File: src/rtl/pnc_pkg.sv
// Shared types and constants for the perfect number checker.
package pnc_pkg;

   localparam int NUM_WIDTH_DEF = 32;
   // Headroom bits for sigma(n), which stays below 16 * n for any supported width.
   localparam int SUM_MARGIN    = 4;
   localparam int SUM_OUT_WIDTH = 36;

   typedef enum logic [11:0] {
      S_IDLE          = 12'b0000_0000_0001,
      S_DIVO          = 12'b0000_0000_0010,
      S_DIVO_WAIT     = 12'b0000_0000_0100,
      S_MUL_TERM      = 12'b0000_0000_1000,
      S_MUL_TERM_WAIT = 12'b0000_0001_0000,
      S_DIVI          = 12'b0000_0010_0000,
      S_DIVI_WAIT     = 12'b0000_0100_0000,
      S_MUL_SIG       = 12'b0000_1000_0000,
      S_MUL_SIG_WAIT  = 12'b0001_0000_0000,
      S_FINAL         = 12'b0010_0000_0000,
      S_FIN_WAIT      = 12'b0100_0000_0000,
      S_DONE          = 12'b1000_0000_0000
   } state_type;

   typedef enum logic [1:0] {
      MUL_TERM     = 2'd0,  // term  = term * p + 1
      MUL_SIG_TERM = 2'd1,  // sigma = sigma * term
      MUL_SIG_REST = 2'd2   // sigma = sigma * (rest + 1)
   } mul_sel_type;

   typedef struct packed {
      logic        load;
      logic        take_q;
      logic        next_p;
      logic        term_init;
      logic        div_start;
      logic        mul_start;
      mul_sel_type mul_sel;
      logic        finish;
   } cmd_type;

   typedef struct packed {
      logic div_busy;
      logic mul_busy;
      logic q_ge_p;
      logic rem_zero;
      logic rest_gt1;
      logic out_busy;
   } status_type;

endpackage

File: src/rtl/pnc_datapath.sv
// Datapath: cofactor registers, restoring divider, shift-add multiplier, result register.
module pnc_datapath #(
   parameter int NUM_WIDTH = pnc_pkg::NUM_WIDTH_DEF
) (
   input  logic                                  clock,
   input  logic                                  reset,
   input  logic [NUM_WIDTH-1:0]                  req_number,
   input  logic                                  rsp_ready,
   output logic                                  rsp_valid,
   output logic                                  rsp_is_perfect,
   output logic [pnc_pkg::SUM_OUT_WIDTH-1:0]     rsp_divisor_sum,
   input  pnc_pkg::cmd_type                      cmd,
   output pnc_pkg::status_type                   status
);

   localparam int SW    = NUM_WIDTH + pnc_pkg::SUM_MARGIN;
   localparam int CNT_W = $clog2(NUM_WIDTH + 1);
   localparam int OUT_W = pnc_pkg::SUM_OUT_WIDTH;
   localparam int EXT_W = (SW > OUT_W) ? SW : OUT_W;

   logic [NUM_WIDTH-1:0] n_ff, n_in;
   logic [NUM_WIDTH-1:0] rest_ff, rest_in;
   logic [NUM_WIDTH-1:0] p_ff, p_in;
   logic [SW-1:0]        sigma_ff, sigma_in;
   logic [SW-1:0]        term_ff, term_in;

   logic [NUM_WIDTH-1:0] rem_ff, rem_in;
   logic [NUM_WIDTH-1:0] quo_ff, quo_in;
   logic [CNT_W-1:0]     dcnt_ff, dcnt_in;
   logic                 div_busy_ff, div_busy_in;

   logic [SW-1:0]        ma_ff, ma_in;
   logic [SW-1:0]        mb_ff, mb_in;
   logic [SW-1:0]        acc_ff, acc_in;
   logic                 mul_busy_ff, mul_busy_in;
   pnc_pkg::mul_sel_type mul_sel_ff, mul_sel_in;

   logic                 rsp_valid_ff, rsp_valid_in;
   logic                 perfect_ff, perfect_in;
   logic [OUT_W-1:0]     sum_out_ff, sum_out_in;

   logic [NUM_WIDTH:0]   trial;
   logic [NUM_WIDTH:0]   trial_diff;
   logic                 trial_ge;
   logic [SW-1:0]        aliquot;
   logic [EXT_W-1:0]     aliquot_ext;

   // one quotient bit per cycle
   assign trial      = {rem_ff, quo_ff[NUM_WIDTH-1]};
   assign trial_diff = trial - {1'b0, p_ff};
   assign trial_ge   = (trial >= {1'b0, p_ff});

   assign aliquot     = (n_ff < NUM_WIDTH'(2)) ? '0 : (sigma_ff - SW'(n_ff));
   assign aliquot_ext = EXT_W'(aliquot);

   assign status.div_busy = div_busy_ff;
   assign status.mul_busy = mul_busy_ff;
   assign status.q_ge_p   = (p_ff <= quo_ff);
   assign status.rem_zero = (rem_ff == '0);
   assign status.rest_gt1 = (rest_ff > NUM_WIDTH'(1));
   assign status.out_busy = rsp_valid_ff && !rsp_ready;

   assign rsp_valid       = rsp_valid_ff;
   assign rsp_is_perfect  = perfect_ff;
   assign rsp_divisor_sum = sum_out_ff;

   always_comb begin
      n_in         = n_ff;
      rest_in      = rest_ff;
      p_in         = p_ff;
      sigma_in     = sigma_ff;
      term_in      = term_ff;
      rem_in       = rem_ff;
      quo_in       = quo_ff;
      dcnt_in      = dcnt_ff;
      div_busy_in  = div_busy_ff;
      ma_in        = ma_ff;
      mb_in        = mb_ff;
      acc_in       = acc_ff;
      mul_busy_in  = mul_busy_ff;
      mul_sel_in   = mul_sel_ff;
      rsp_valid_in = rsp_valid_ff;
      perfect_in   = perfect_ff;
      sum_out_in   = sum_out_ff;

      if (cmd.load) begin
         n_in     = req_number;
         rest_in  = req_number;
         p_in     = NUM_WIDTH'(2);
         sigma_in = SW'(1);
      end
      if (cmd.take_q) begin
         rest_in = quo_ff;
      end
      if (cmd.next_p) begin
         p_in = (p_ff == NUM_WIDTH'(2)) ? NUM_WIDTH'(3) : p_ff + NUM_WIDTH'(2);
      end
      if (cmd.term_init) begin
         term_in = SW'(1);
      end

      if (cmd.div_start) begin
         rem_in      = '0;
         quo_in      = rest_ff;
         dcnt_in     = CNT_W'(NUM_WIDTH);
         div_busy_in = 1'b1;
      end else if (div_busy_ff) begin
         rem_in  = trial_ge ? trial_diff[NUM_WIDTH-1:0] : trial[NUM_WIDTH-1:0];
         quo_in  = {quo_ff[NUM_WIDTH-2:0], trial_ge};
         dcnt_in = dcnt_ff - CNT_W'(1);
         if (dcnt_ff == CNT_W'(1)) begin
            div_busy_in = 1'b0;
         end
      end

      if (cmd.mul_start) begin
         acc_in      = '0;
         mul_sel_in  = cmd.mul_sel;
         mul_busy_in = 1'b1;
         case (cmd.mul_sel)
            pnc_pkg::MUL_TERM: begin
               ma_in = term_ff;
               mb_in = SW'(p_ff);
            end
            pnc_pkg::MUL_SIG_TERM: begin
               ma_in = sigma_ff;
               mb_in = term_ff;
            end
            pnc_pkg::MUL_SIG_REST: begin
               ma_in = sigma_ff;
               mb_in = SW'(rest_ff) + SW'(1);
            end
            default: begin
               ma_in = '0;
               mb_in = '0;
            end
         endcase
      end else if (mul_busy_ff) begin
         if (mb_ff == '0) begin
            // multiplier drained: write back to its destination
            mul_busy_in = 1'b0;
            case (mul_sel_ff)
               pnc_pkg::MUL_TERM:     term_in  = acc_ff + SW'(1);
               pnc_pkg::MUL_SIG_TERM: sigma_in = acc_ff;
               pnc_pkg::MUL_SIG_REST: sigma_in = acc_ff;
               default:               sigma_in = sigma_ff;
            endcase
         end else begin
            acc_in = acc_ff + (mb_ff[0] ? ma_ff : '0);
            ma_in  = {ma_ff[SW-2:0], 1'b0};
            mb_in  = {1'b0, mb_ff[SW-1:1]};
         end
      end

      if (cmd.finish) begin
         rsp_valid_in = 1'b1;
         sum_out_in   = aliquot_ext[OUT_W-1:0];
         perfect_in   = (n_ff != '0) && (aliquot == SW'(n_ff));
      end else if (rsp_valid_ff && rsp_ready) begin
         rsp_valid_in = 1'b0;
      end
   end

   always_ff @(posedge clock) begin
      if (reset) begin
         div_busy_ff  <= 1'b0;
         mul_busy_ff  <= 1'b0;
         rsp_valid_ff <= 1'b0;
      end else begin
         div_busy_ff  <= div_busy_in;
         mul_busy_ff  <= mul_busy_in;
         rsp_valid_ff <= rsp_valid_in;
      end
   end

   always_ff @(posedge clock) begin
      n_ff       <= n_in;
      rest_ff    <= rest_in;
      p_ff       <= p_in;
      sigma_ff   <= sigma_in;
      term_ff    <= term_in;
      rem_ff     <= rem_in;
      quo_ff     <= quo_in;
      dcnt_ff    <= dcnt_in;
      ma_ff      <= ma_in;
      mb_ff      <= mb_in;
      acc_ff     <= acc_in;
      mul_sel_ff <= mul_sel_in;
      perfect_ff <= perfect_in;
      sum_out_ff <= sum_out_in;
   end

endmodule

File: config.mk
export PLATFORM = sky130hd
export DESIGN_NAME = pnc_datapath
export DESIGN_NICKNAME = d
export VERILOG_FILES = /design/src/rtl/pnc_pkg.sv /design/src/rtl/pnc_datapath.sv
export SDC_FILE = /design/constraint.sdc
export NUM_CORES = 1
export LEC_CHECK = 0
export BUFFER_PORTS_ARGS = -buffer_cell sky130_fd_sc_hd__buf_2
export CORE_MARGIN = 2
export CORE_UTILIZATION = 40
export DETAILED_ROUTE_END_ITERATION = 10
export PLACE_DENSITY = 0.56
export SYNTH_ARGS = -nofsm -noshare
export SYNTH_HDL_FRONTEND = slang
export SYNTH_SLANG_ARGS = --single-unit
File: constraint.sdc
create_clock -name clock -period 4.8 [get_ports clock]
set_input_delay 0.48 -clock clock [delete_from_list [all_inputs] [get_ports clock]]
set_output_delay 0.48 -clock clock [all_outputs]
set_load 0.02 [all_outputs]
==> out/qor.yml <==
timing:
  tightest_slew_ns: 1.14
  max_freq_ghz: 0.224
  drv_slew: 0
  tns_ns: 0
  rsz0062_at_grt: "no"
  post-route-min-period_ns: 4.46
  hold_slack_ns: 0.129
  finalSetupViolCount: 0
  fin_skew_ns: 0.0279
  relSlewSlack_pct: 24.2
  hold_viol: 0
  post-route-period-util_pct: 92.9
global_route:
  grt_pass1_wl_um: 120000
  met3_usage_pct: 2.94
  grt_busiest_layer: "met2"
  grt_max_degree: 89
  track_usage_pct: 24.4
  grt_pass1_vias: 19900
  use_met1_pct: 33.0
  grt_util_met2_pct: 39.3
  overflow: 0
  antenna_found_initial: 8
clock_tree:
  cts_max_path_buffers: 3
  root_buffer: "clkbuf_16"
  numCtsBuffers: 47
  clk_latency_ns: 0.60
  post_cts_buffers: 0
  cts_num_sinks: 388
  path_clk_slew_ns: 0.06
  cts_tree: "built"
  holdBufCountCts: 0
  htreeDepth: 2
  ctsResizeCount: 0
setup_path:
  path_max_fanout: 4
  end_kind: "flop"
  ff2ff_path_depth: 15
  crit_chain: "inv_1, ha_1, inv_1, fa_1, a211oi_1, o21ai_1, a32o_1, o21ai_0, o21ai_0, a221oi_1, xnor2_1, o2111ai_1, nor4_2, o2111ai_1, nor4_2"
  r2r_start: "sigma_ff[0]$_DFFE_PP_"
  crit_buf_inv: 2
  start_kind: "flop"
  worst_path_dominant_cell_family: "compound AO/OA/AOI/OAI gates"
  reg2reg_slack_ns: 0.34
  slowest_stage: "edfxtp_1"
  arrival_ns: 4.87
  max_stage_delay_ns: 0.43
  worstReg2RegEnd: "rsp_is_perfect$_DFFE_PP_"
  criticalPathCategory: "reg -> reg"
  required_ns: 5.21
finish:
  area_delta_synth_final_pct: 11.3
  drive_above_1_share_pct: 9.64
  nNetsFinal: 2880
  fin_util_pct: 45.2
  instances_no_fill: 3514
  fillCellCount: 5891
floorplanning:
  die_h_um: 252
  rows: 90
  core_area_um2: 60600
  dieArea_um2: 63600
  start_util_pct: 40.6
  die_w_um: 252
  ios: 88
place:
  dp_hpwl_um: 57000
  gp_congestion: 0.912
  io_buffers: 87
  placedCellCount: 3422
pwr:
  leakage_nw: 10.9
  ir_drop_v: 0.000296
  powerDensity_nw_per_um2: 356
yosys:
  ys_seq_area_share_pct: 42.7
  netlist_area_um2: 24600
  async_flop_share_pct: 0
  synthesis.nets: 2850
  synthCells: 2659
  synth_edf_count: 275
  synth_cell_types: 85
  syn_area_per_cell_um2: 9.26
  synth_warnings: 0
  synthFlopType: "edfxtp_1"
  synth-seq-cells: 388
worst_hold_path:
  hold_depth: 1
  worstHoldPathType: "in -> reg"
  min_to: "n_ff[9]$_DFFE_PP_"
  hold_start: "req_number[9]"
drt:
  dr_total_vias: 20600
  vias_per_cell: 5.88
  drt_iter0_drc: 1976
  drc: 0
  wl_um: 78300
  ant_nets: 0
  avgRoutedWirePerCell_um: 22.3
  drtPass1Iterations: 8
run:
  cap_violations: 0
run_status:
  status: "finished, final reports clean"
==> worst max-delay path by stage <==
stage,start,to,slack (ns),cells after the start
finish,sigma_ff[0]$_DFFE_PP_,rsp_is_perfect$_DFFE_PP_,0.34,15
global route,sigma_ff[0]$_DFFE_PP_,rsp_is_perfect$_DFFE_PP_,0.06,15
CTS,sigma_ff[0]$_DFFE_PP_,rsp_is_perfect$_DFFE_PP_,0.34,15
detailed placement,sigma_ff[0]$_DFFE_PP_,rsp_is_perfect$_DFFE_PP_,0.37,15
global placement,sigma_ff[0]$_DFFE_PP_,rsp_is_perfect$_DFFE_PP_,0.53,15
floorplan,mb_ff[0]$_DFFE_PP_,acc_ff[29]$_SDFFE_PP0P_,1.06,15
==> registers in the layout (all words and copies together), names as in the netlist <==
| signal | count |
|---|---|
| dcnt_ff | 6 |
| rem_ff | 32 |
| rsp_divisor_sum | 36 |
| mul_busy_ff | 1 |
| ma_ff | 36 |
| mul_sel_ff | 2 |
| quo_ff | 32 |
| acc_ff | 36 |
| mb_ff | 36 |
| n_ff | 32 |
| p_ff | 32 |
| rest_ff | 32 |
| term_ff | 36 |
| div_busy_ff | 1 |
| rsp_is_perfect | 1 |
| rsp_valid | 1 |
| sigma_ff | 36 |
==> routing by layer <==
layer  vias to the layer above  routed length [um]
li1                       9755                   -
met1                      9981               34300
met2                       757               36000
met3                       151                4930
met4                         4                3060
met5                         -                  30
==> stage by stage <==
stage	power [mW]	setup WS [ns]	instance area, um^2
global placement	6.01	0.532	25800
floorplan	5.46	1.06	24600
CTS	9.82	0.342	27400
detailed placement	6.04	0.371	25800
finish	9.76	0.341	27400
global route	10.2	0.0557	27400
==> cells in the mapped netlist, drive strengths merged (8+ instances only) <==
library cell | n | area [um^2]
a2111oi | 8 | 77.6
a211oi | 21 | 158
a21o | 47 | 353
a21oi | 137 | 689
a222oi | 33 | 330
a22oi | 38 | 285
a311oi | 23 | 201
a31oi | 14 | 87.6
and2 | 49 | 308
and3 | 39 | 245
and4 | 9 | 78.8
buf | 12 | 70.1
clkbuf | 120 | 450
dfxtp | 113 | 2260
edfxtp | 275 | 8260
ha | 144 | 1800
inv | 208 | 781
mux2 | 33 | 372
nand2 | 298 | 1120
nand2b | 30 | 188
nand3 | 56 | 280
nand3b | 72 | 541
nand4 | 41 | 257
nor2 | 169 | 634
nor2b | 30 | 188
nor3 | 38 | 190
nor4 | 52 | 338
o21a | 22 | 173
o21ai | 138 | 691
o21bai | 11 | 82.6
o22ai | 71 | 444
or2 | 16 | 100
or3 | 16 | 100
xnor2 | 133 | 1160
xor2 | 55 | 482
==> cell type report <==
cell class	count	area (um^2)	area share, %
Inverter	208	781	2.85
Tap cell	782	978	3.57
Antenna cell	4	10.0	0.0365
Sequential cell	388	10500	38.4
Clock inverter	29	299	1.09
Timing Repair Buffer	113	633	2.31
Multi-Input combinational cell	1931	12800	46.9
Clock buffer	59	1320	4.83
==> cells by family after synthesis <==
group | synth area share (%)
adders and majority gates | 7.56
DFF | 42.7
AOI/OAI and AO/OA | 17.0
buffers and inverters | 5.28
muxes | 1.79
xor gates and xnor gates | 6.78
and+or+nand+nor | 18.9
==> cell usage in the layout, fill, tap and decap left out, types with 15 or more instances in the layout <==
cell type,n
o22ai_1,71
buf_4,27
xor2_1,55
dfxtp_1,112
xnor2_1,133
inv_1,208
and3_1,38
o21a_1,21
nand4_1,41
and2_1,48
nand2_1,296
clkbuf_16,49
nor2_1,168
mux2_2,33
o21ai_0,136
a22oi_1,38
a311oi_1,23
edfxtp_1,275
buf_2,86
a21oi_1,136
a211oi_1,21
or3_1,16
a21o_1,47
nor4_1,50
nand3_1,56
nand3b_1,72
nor3_1,38
ha_1,143
a222oi_1,33
nor2b_1,29
nand2b_1,28
or2_2,15
==> where the power goes <==
group | leakage (nW) | internal (mW) | switching [mW]
clock network | 0.792 | 2.23 | 1.54
logic | 6.30 | 0.718 | 1.10
registers | 3.82 | 3.89 | 0.288
total | 10.9 | 6.84 | 2.93
No activity file was read; power rests on OpenSTA's default activity.
